$ cat src/rtl/ipacl_pkg.sv
// Shared types and constants for the IPv4 first-match ACL engine
package ipacl_pkg;

   localparam int unsigned ADDR_W        = 32;
   localparam int unsigned PLEN_W        = 6;
   localparam int unsigned MAX_RULES_DEF = 64;
   localparam logic [PLEN_W-1:0] HOST_PLEN = PLEN_W'(ADDR_W);

   typedef struct packed {
      logic [ADDR_W-1:0] addr;
      logic [PLEN_W-1:0] plen;
      logic              deny;
   } rule_type;

   typedef enum logic {
      OP_ADD   = 1'b0,
      OP_QUERY = 1'b1
   } opcode_type;

   typedef enum logic [1:0] {
      ST_IDLE,
      ST_SCAN,
      ST_RESP
   } state_type;

endpackage

$ cat src/rtl/ipacl_ram.sv
// Generic single-write, single-read RAM with registered read data
module ipacl_ram #(
   parameter int unsigned WIDTH = 1,
   parameter int unsigned DEPTH = 2,
   localparam int unsigned AW = (DEPTH > 1) ? $clog2(DEPTH) : 1
) (
   input  logic             clock,
   input  logic             wr_en,
   input  logic [AW-1:0]    wr_addr,
   input  logic [WIDTH-1:0] wr_data,
   input  logic             rd_en,
   input  logic [AW-1:0]    rd_addr,
   output logic [WIDTH-1:0] rd_data
);

   logic [WIDTH-1:0] mem_ff [DEPTH];
   logic [WIDTH-1:0] rd_data_ff;

   always_ff @(posedge clock) begin
      if (wr_en) begin
         mem_ff[wr_addr] <= wr_data;
      end
      if (rd_en) begin
         rd_data_ff <= mem_ff[rd_addr];
      end
   end

   assign rd_data = rd_data_ff;

endmodule

$ cat src/rtl/ipacl_match.sv
// Prefix compare unit: tests one stored rule against the query address
module ipacl_match import ipacl_pkg::*; (
   input  logic [ADDR_W-1:0] key_addr,
   input  rule_type          rule,
   output logic              hit
);

   logic [PLEN_W-1:0] shamt;
   logic [ADDR_W-1:0] mask;

   // A zero-length prefix forces the mask to zero and matches everything
   always_comb begin
      shamt = HOST_PLEN - rule.plen;
      mask  = (rule.plen == '0) ? '0 : ({ADDR_W{1'b1}} << shamt);
      hit   = ((key_addr ^ rule.addr) & mask) == '0;
   end

endmodule

$ cat src/rtl/ipv4_prefix_acl_first_match.sv
// Top level of the IPv4 first-match access-list engine
//
// An add item appends a rule (address, prefix length saturated at 32, allow or
// deny) to an ordered table of MAX_RULES entries held in one RAM; once the
// table is full further adds are dropped and flagged with rsp_rule_dropped.
// A query walks the stored rules in order through a single prefix compare
// unit, one RAM read and one compare per cycle, and answers with the action
// of the first rule that matches, or allow when none does. A query reads
// at most the N stored rules, fewer when an early rule matches, with each
// rule passing through the RAM read register before its compare. The
// result sits in an output register, so the next item is taken while a
// result still waits on rsp_stall.
module ipv4_prefix_acl_first_match import ipacl_pkg::*; #(
   parameter int unsigned MAX_RULES = MAX_RULES_DEF
) (
   input  logic              clock,
   input  logic              reset,
   input  logic              req_valid,
   output logic              req_stall,
   input  logic              req_opcode,
   input  logic [ADDR_W-1:0] req_address,
   input  logic [PLEN_W-1:0] req_prefix_len,
   input  logic              req_action,
   output logic              rsp_valid,
   input  logic              rsp_stall,
   output logic              rsp_allowed,
   output logic              rsp_rule_dropped
);

   localparam int unsigned CNT_W = $clog2(MAX_RULES + 1);
   localparam int unsigned IDX_W = (MAX_RULES > 1) ? $clog2(MAX_RULES) : 1;

   state_type         state_ff, state_in;
   logic [CNT_W-1:0]  count_ff, count_in;
   logic [CNT_W-1:0]  issue_ff, issue_in;
   logic [ADDR_W-1:0] key_ff, key_in;
   logic              data_vld_ff, data_vld_in;
   logic              last_ff, last_in;
   logic              res_allowed_ff, res_allowed_in;
   logic              res_dropped_ff, res_dropped_in;
   logic              rsp_valid_ff, rsp_valid_in;
   logic              rsp_allowed_ff, rsp_allowed_in;
   logic              rsp_dropped_ff, rsp_dropped_in;

   logic              wr_en;
   logic              rd_en;
   logic [PLEN_W-1:0] plen_sat;
   rule_type          wr_rule;
   rule_type          rd_rule;
   logic              hit;

   assign plen_sat = (req_prefix_len > HOST_PLEN) ? HOST_PLEN : req_prefix_len;
   assign wr_rule  = '{addr: req_address, plen: plen_sat, deny: req_action};

   ipacl_ram #(
      .WIDTH ($bits(rule_type)),
      .DEPTH (MAX_RULES)
   ) u_rules (
      .clock   (clock),
      .wr_en   (wr_en),
      .wr_addr (count_ff[IDX_W-1:0]),
      .wr_data (wr_rule),
      .rd_en   (rd_en),
      .rd_addr (issue_ff[IDX_W-1:0]),
      .rd_data (rd_rule)
   );

   ipacl_match u_match (
      .key_addr (key_ff),
      .rule     (rd_rule),
      .hit      (hit)
   );

   always_ff @(posedge clock) begin
      if (reset) begin
         state_ff     <= ST_IDLE;
         count_ff     <= '0;
         data_vld_ff  <= 1'b0;
         rsp_valid_ff <= 1'b0;
      end else begin
         state_ff     <= state_in;
         count_ff     <= count_in;
         data_vld_ff  <= data_vld_in;
         rsp_valid_ff <= rsp_valid_in;
      end
   end

   always_ff @(posedge clock) begin
      issue_ff       <= issue_in;
      key_ff         <= key_in;
      last_ff        <= last_in;
      res_allowed_ff <= res_allowed_in;
      res_dropped_ff <= res_dropped_in;
      rsp_allowed_ff <= rsp_allowed_in;
      rsp_dropped_ff <= rsp_dropped_in;
   end

   always_comb begin
      state_in       = state_ff;
      count_in       = count_ff;
      issue_in       = issue_ff;
      key_in         = key_ff;
      data_vld_in    = 1'b0;
      last_in        = last_ff;
      res_allowed_in = res_allowed_ff;
      res_dropped_in = res_dropped_ff;
      rsp_valid_in   = rsp_valid_ff;
      rsp_allowed_in = rsp_allowed_ff;
      rsp_dropped_in = rsp_dropped_ff;
      wr_en          = 1'b0;
      rd_en          = 1'b0;

      if (rsp_valid_ff && !rsp_stall) begin
         rsp_valid_in = 1'b0;
      end

      case (state_ff)
         ST_IDLE: begin
            if (req_valid) begin
               if (req_opcode == OP_ADD) begin
                  res_allowed_in = 1'b0;
                  if (count_ff < CNT_W'(MAX_RULES)) begin
                     wr_en          = 1'b1;
                     count_in       = count_ff + CNT_W'(1);
                     res_dropped_in = 1'b0;
                  end else begin
                     res_dropped_in = 1'b1;
                  end
                  state_in = ST_RESP;
               end else begin
                  key_in         = req_address;
                  issue_in       = '0;
                  res_allowed_in = 1'b1;
                  res_dropped_in = 1'b0;
                  state_in       = (count_ff == '0) ? ST_RESP : ST_SCAN;
               end
            end
         end
         ST_SCAN: begin
            // Issue the next read while the previous rule is compared
            if (issue_ff < count_ff) begin
               rd_en       = 1'b1;
               issue_in    = issue_ff + CNT_W'(1);
               data_vld_in = 1'b1;
               last_in     = (issue_ff + CNT_W'(1)) == count_ff;
            end
            if (data_vld_ff) begin
               if (hit) begin
                  res_allowed_in = !rd_rule.deny;
                  data_vld_in    = 1'b0;
                  state_in       = ST_RESP;
               end else if (last_ff) begin
                  data_vld_in = 1'b0;
                  state_in    = ST_RESP;
               end
            end
         end
         ST_RESP: begin
            // Load the output register once it is free or being drained
            if (!rsp_valid_ff || !rsp_stall) begin
               rsp_valid_in   = 1'b1;
               rsp_allowed_in = res_allowed_ff;
               rsp_dropped_in = res_dropped_ff;
               state_in       = ST_IDLE;
            end
         end
         default: begin
            state_in = ST_IDLE;
         end
      endcase
   end

   assign req_stall        = (state_ff != ST_IDLE);
   assign rsp_valid        = rsp_valid_ff;
   assign rsp_allowed      = rsp_allowed_ff;
   assign rsp_rule_dropped = rsp_dropped_ff;

endmodule

$ cat config.mk
export PLATFORM = sky130hd
export DESIGN_NAME = ipv4_prefix_acl_first_match
export DESIGN_NICKNAME = d
export VERILOG_FILES = /design/src/rtl/ipacl_pkg.sv /design/src/rtl/ipacl_ram.sv /design/src/rtl/ipacl_match.sv /design/src/rtl/ipv4_prefix_acl_first_match.sv
export SDC_FILE = /design/constraint.sdc
export NUM_CORES = 2
export LEC_CHECK = 0
export CORE_ASPECT_RATIO = 0.75
export CORE_UTILIZATION = 35
export DETAILED_ROUTE_END_ITERATION = 6
export DONT_BUFFER_PORTS = 1
export MAX_ROUTING_LAYER = met4
export SLEW_MARGIN = 20
export SYNTH_ARGS = -nofsm -noshare
export SYNTH_HDL_FRONTEND = slang
export SYNTH_SLANG_ARGS = --single-unit
export TNS_END_PERCENT = 50
$ cat constraint.sdc
create_clock -name clock -period 9.23 [get_ports clock]
set_input_delay 1.3845 -clock clock [delete_from_list [all_inputs] [get_ports clock]]
set_output_delay 1.3845 -clock clock [all_outputs]
set_load 0.03 [all_outputs]
# Yosys cells after proc, flatten, opt, wreduce, memory -nomap -nowiden

Memory sizes are Yosys's and may differ from the RTL's. A register that Yosys moved wholly into a read port is not among the register bits.
Index checks and enable logic that the tools add are counted.

Word-level logic and storage cells: 87
Memory bits (writable): 2,496
Output and inout bits: 4
Input port bits: 44
Register bits after elaboration: 55
Memories: 1

Memory list:

| name           | words | width | rd ports | clocked after Yosys merged registers in | write ports | line            | source |
|---|---|---|---|---|---|---|---|
| u_rules.mem_ff | 64    | 39    | 1        | 1                                       | 1           | ipacl_ram.sv:16 | `logic [WIDTH-1:0] mem_ff [DEPTH];` |

Reduce and logical (&&, ||, !) cells: 20
Add/sub/neg operators: 3
Equality and inequality tests: 10
Shift operators: 1
Muxes and demuxes: 34
Bitwise gates (word level): 4
$lt $le $gt $ge: 3

Operators by type and width:

| kind                                                                | count |
|---|---|
| 32-bit bitwise AND                                                  | 1 |
| 32-bit zero test                                                    | 1 |
| 32-bit two-way mux                                                  | 1 |
| 32-bit by 6-bit left shift with 32-bit output, first input constant | 1 |
| 32-bit XOR                                                          | 1 |
| 7-bit two-way mux                                                   | 3 |
| 1-bit two-way mux                                                   | 19 |
| 4-bit AND reduction                                                 | 4 |
| 7-bit by 1-bit adder with 7-bit output, second input constant       | 2 |
| 2-bit two-way mux                                                   | 7 |
| 7-bit case mux with 2 select lines                                  | 1 |
| 2-bit inequality test, second input constant                        | 6 |
| 7-bit == test                                                       | 1 |
| 7-bit zero test                                                     | 1 |
| 7-bit less-than comparator                                          | 1 |
| 7-bit less-than comparator, second input constant                   | 1 |
| 6-bit greater-than comparator, second input constant                | 1 |
| 6-bit zero test                                                     | 1 |
| 6-bit two-way mux                                                   | 1 |
| 2-bit case mux with 3 select lines                                  | 1 |
| 2-bit AND reduction                                                 | 3 |
| 6-bit subtractor, first input constant                              | 1 |
| 2-bit nonzero test                                                  | 2 |
| 1-bit zero test                                                     | 3 |
| other kinds (10)                                                    | 11 |

# Longest topological paths before layout

Depth after elaboration: 8
Gate-level depth with buffers: 15
Gate-level depth less buffers: 9

# Cells and area by module

From an unflattened synthesis, not the netlist that was laid out.

Cell total of the unflattened synthesis: 4,385
Area total of the unflattened synthesis: 99,136.3 µm²

By module, submodules not included:

| module                      | sequential area each (µm²) | times used | cells each | area each (µm²) |
|---|---|---|---|---|
| ipacl_ram                   | 76,123.0                   | 1          | 4,059      | 95,743.1 |
| ipv4_prefix_acl_first_match | 1,541.5                    | 1          | 192        | 2,412.3 |
| ipacl_match                 | 0.0                        | 1          | 134        | 980.9 |

# Worst setup path after synthesis

OpenSTA, ideal clock, no wires.

Kind: input -> register
Start: in req_valid
End: mem u_rules.mem_ff[49][0] (netlist bit), enable pin
Buffers on the path: 0
Required time: 8.794 ns
Stages: 4
Data arrival time: 4.154 ns
Setup time: 0.436 ns
Slack: 4.641 ns
Path through: nand2_1 > nor3_1 > nand3_1 > nor2_1

Word-level cells in the longest chain between the ends: 4

Ends and longest elaborated chain:

| element                                 | line                               | source |
|---|---|---|
| start: declaration                      | ipv4_prefix_acl_first_match.sv:18  | `input logic req_valid,` |
| 1-bit two-way mux                       | ipv4_prefix_acl_first_match.sv:119 | `if (req_valid) begin` |
| 1-bit two-way mux                       | ipv4_prefix_acl_first_match.sv:117 | `case (state_ff)` |
| 1-bit two-way mux                       | ipacl_ram.sv:20                    | `if (wr_en) begin` |
| 1-bit two-way mux (implied by the code) | ipacl_ram.sv:21                    | `mem_ff[wr_addr] <= wr_data;` |
| end: declaration                        | ipacl_ram.sv:16                    |  |

Every way passes these cells.

# Final worst setup path

Start: reg issue_ff[1]
End: reg u_rules.rd_data_ff[25], in the netlist u_rules.rd_data[25] (read register of u_rules.mem_ff) (data pin)

Word-level cells in the longest chain between the ends: 3

Ends and longest elaborated chain:

| element                    | line                               | source |
|---|---|---|
| start: declaration         | ipv4_prefix_acl_first_match.sv:35  | `logic [CNT_W-1:0] issue_ff, issue_in;` |
| start signal: assignment   | ipv4_prefix_acl_first_match.sv:89  | `issue_ff <= issue_in;` |
| 7-bit less-than comparator | ipv4_prefix_acl_first_match.sv:141 | `if (issue_ff < count_ff) begin` |
| 1-bit two-way mux          | ipv4_prefix_acl_first_match.sv:141 |  |
| 1-bit two-way mux          | ipv4_prefix_acl_first_match.sv:117 |  |
| end: declaration           | ipacl_ram.sv:17                    | `logic [WIDTH-1:0] rd_data_ff;` |

Several ways; a longest one is shown, not always the timed one.
A chain may end at the register's enable or synchronous reset.

==> qor.txt <==
series of cell instances along the critical path -> buf_12, buf_4, buf_4, mux4_2, mux4_2, mux4_2
initial core utilization -> 0.3522
area post-placement -> 0.1048 mm^2
leakage power of the design -> 34.32 nW
yosys synthesis warning count -> 0
total grt overflow -> 0
Hold Crit Start -> res_allowed_ff$_DFFE_PP_
drt first pass iters -> 5
maximum buffer depth of the clock tree -> 4
number of placed I/O pins -> 48
die area -> 0.2869 mm^2
CTS tree -> yes
cell with the biggest individual delay on the critical path -> buf_4
slew of the pin with the lowest slew margin -> 1.168 ns
number of clock buffers inserted by TritonCTS -> 232
arrival time at the worst endpoint -> 5.30 ns
number of endpoints failing setup at the final stage -> 0
Avg Vias per Cell -> 5.677
prevailing post-synth register cell -> edfxtp_1
final wirelength -> 273800 um
row cnt -> 169
number of antenna violations at the first check in global routing -> 19
longest individual stage delay on the worst path -> 0.89 ns
via count of the first global-routing pass -> 47050
worst IR drop on VDD -> 151.4 uV
wire length of the first global-routing pass -> 380000 um
Clock Root Buffer -> clkbuf_16
Hold Violations, Final -> 0
fraction of registers with async set/reset -> 0
Tmin final -> 4.683 ns
total core area -> 0.2829 mm^2
category of the worst setup path capture point -> flip-flop
category of the most critical setup path -> reg2reg
hold crit path type -> reg2reg
cell family contributing the most delay on the critical path -> buffers and inverters
number of H-tree levels -> 4
highest clock frequency the design can meet -> 0.2136 GHz
number of maximum-capacitance constraint violations -> 0
clock network latency to the later pin of the worst-skew pair -> 0.88 ns
Avg WL per Cell -> 31.84 um
number of slew-limit violations in the final report -> 0
skew final -> 0.07592 ns
CP max FO -> 141
placed wire-length estimate after detailed placement -> 154500 um
global routing usage summed across all routing layers -> 0.1931
Relative slew margins -> 0.2212
cells on worst reg2reg path -> 6
run status -> completed
syn_nets -> 4591
Post-CTS Hold Buffers -> 0
register-to-register path setup slack -> 4.55 ns
final weighted congestion of routability-driven global placement -> 0.8743
clock sink count -> 2590
Area Overhead vs Synth -> 12.54%
number of DRC violations after detailed routing -> 0
worst hold path cell count -> 0
Cell variety after synth -> 59
Design Area, Final -> 0.1121 mm^2
number of buffers and inverters on the critical path -> 3
overall power after layout -> 23.49 mW
startpoint kind of the worst setup timing path -> flip-flop
DR iter-0 viols -> 7097
number of gates resized after CTS -> 0
post-CTS setup buffers -> 0
RR Startpoint -> issue_ff[1]$_SDFFCE_PN0P_
detailed-route via count -> 48810
number of buffers inserted by port buffering -> 0
register area share after synthesis -> 0.7794
clock slew at reported path FFs -> 0.07 ns
pin count of the biggest net entering global routing -> 142
Worst Path Required -> 9.85 ns
width of the chip -> 618.1 um
FF+latch count, synth -> 2590
final sum of negative setup slack -> 0 ns
RSZ-0062 raised after global routing -> false
count of flip-flops with a built-in enable after synthesis -> 2579
gate count after technology mapping -> 4533
power density cells -> 209.5 mW/mm^2
Die H -> 464.1 um
proportion of layout cells with a drive suffix above 1 -> 0.2236
number of nets with antenna violations after routing -> 0
number of nets in the layout -> 4701
share of the clock period used by the worst path after layout -> 0.5073
endpoint of the worst hold path -> rsp_allowed$_DFFE_PP_
Mapped Area -> 0.09964 mm^2
cell repeated most along the worst path -> mux4_2
Critical R2R Capture -> u_rules.rd_data[25]$_DFFE_PP_
Avg Inst Size Synth -> 21.98 um^2
worst reg2reg max path, stage by stage, from the launching register on:
cell and delay [ns]:
edfxtp_1 0.39, buf_12 0.69, buf_4 0.94, buf_4 0.87
mux4_2 0.45, mux4_2 0.62, mux4_2 0.49
cell usage after synthesis (7+ instances only):
cell type  instances  share of area
xor2_1            20         0.0018
a21oi_1          135         0.0068
nand3_1           18        0.00090
a31oi_1           10        0.00063
edfxtp_1        2579           0.78
dfxtp_1           11         0.0022
ha_1              14         0.0018
o21ai_0            8        0.00040
nor2_1           144         0.0054
clkbuf_1         134         0.0050
nor2b_1            9        0.00057
nand2_1           29         0.0011
nor3_1            30         0.0015
buf_6              7        0.00079
buf_2             71         0.0036
buf_4             26         0.0020
mux2i_1          348          0.035
o221ai_1         170          0.015
mux4_2           545           0.12
o22ai_1           83         0.0052
buf_1             13        0.00049
xnor2_1           31         0.0027
inv_1             14        0.00053
a211oi_1          13        0.00098
stage by stage:
stage               utilization  hold WS [ns]  std cells  setup WS, ns
CTS                      0.3962        0.4376       8591         4.527
floorplan                     -        0.4003       4533         4.641
global placement         0.3704        0.4201       8170         4.532
detailed placement       0.3704        0.4225       8170         4.496
finish                   0.3964        0.4348       8598         4.547
global route             0.3963        0.4512       8595         4.268
kinds of logic after synthesis:
family                   after synthesis  synth area share
adder cells (fa/ha/maj)               15          0.001858
XOR/XNOR                              51          0.004483
multiplexers                         893            0.1581
buffers and inverters                268           0.01249
AND/OR/NAND/NOR                      266           0.01202
AO/OA/AOI/OAI                        450           0.03159
flip-flops                          2590            0.7794
registers in the layout, indices dropped and copies added (netlist names):
name,cells
key_ff,32
state_ff,2
rsp_allowed,1
res_dropped_ff,1
res_allowed_ff,1
u_rules.rd_data,39
rsp_valid,1
last_ff,1
rsp_rule_dropped,1
issue_ff,7
count_ff,7
data_vld_ff,1
u_rules.mem_ff,2496
how the worst max path moves through the flow:
stage	startpoint	to	slack, ns	cells past startpoint
6_report	issue_ff[1]$_SDFFCE_PN0P_	u_rules.rd_data[25]$_DFFE_PP_	4.55	6
4_1_cts	issue_ff[1]$_SDFFCE_PN0P_	u_rules.rd_data[25]$_DFFE_PP_	4.53	6
3_3_place_gp	issue_ff[1]$_SDFFCE_PN0P_	u_rules.rd_data[25]$_DFFE_PP_	4.53	6
2_1_floorplan	req_valid	u_rules.mem_ff[49][0]$_DFFE_PP_	4.64	4
3_5_place_dp	issue_ff[1]$_SDFFCE_PN0P_	u_rules.rd_data[25]$_DFFE_PP_	4.50	6
5_1_grt	issue_ff[0]$_SDFFCE_PN0P_	u_rules.rd_data[9]$_DFFE_PP_	4.27	9
final cells by class:
type	count	area, um^2
antenna	6	15.01
clock buffer	282	6036
timing repair buffer	127	1099
tap	3762	4707
inverter	17	76.32
multi-input combinational	1675	21290
clock inverter	139	1255
sequential	2590	77660
fill	24770	170800
routing by layer:
layer	track usage	part of all wire	vias up
met5	-	0	-
met4	0.03756	0.020	0
met3	0.03906	0.098	341
met2	0.2779	0.44	2494
met1	0.2851	0.44	26470
li1	-	-	19500
power by group:
| part | switching [mW] | internal [mW] | leakage, nW |
|---|---|---|---|
| clock network | 4.27 | 5.25 | 3.57 |
| registers | 0.0138 | 13.0 | 23.3 |
| logic | 0.621 | 0.369 | 7.42 |
| total | 4.91 | 18.6 | 34.3 |
layout by cell type (no fill, tap or decap), types with 4 or more instances in the layout:
cell type | Yosys | layout
edfxtp_1 | 2579 | 2579
mux4_2 | 545 | 545
mux2i_1 | 348 | 348
clkbuf_16 | 0 | 234
o221ai_1 | 170 | 170
a21oi_1 | 135 | 135
buf_4 | 26 | 116
o22ai_1 | 83 | 83
nor2_1 | 144 | 79
nor2_4 | 0 | 65
clkinv_1 | 2 | 52
clkinv_2 | 0 | 51
clkbuf_1 | 134 | 48
xnor2_1 | 31 | 31
nor3_1 | 30 | 29
nand2_1 | 29 | 28
bufinv_16 | 0 | 22
xor2_1 | 20 | 20
nand3_1 | 18 | 18
ha_1 | 14 | 14
inv_1 | 14 | 13
a211oi_1 | 13 | 13
dfxtp_1 | 11 | 11
a31oi_1 | 10 | 10
buf_12 | 0 | 10
clkinvlp_4 | 0 | 9
o21ai_0 | 8 | 8
diode_2 | 0 | 6
o21a_1 | 6 | 6
nor2b_4 | 0 | 5
nand2b_1 | 6 | 5
and2_1 | 5 | 5
inv_6 | 0 | 4
nor4_1 | 5 | 4
nor2b_1 | 9 | 4
(Power assumes the default switching activity.)
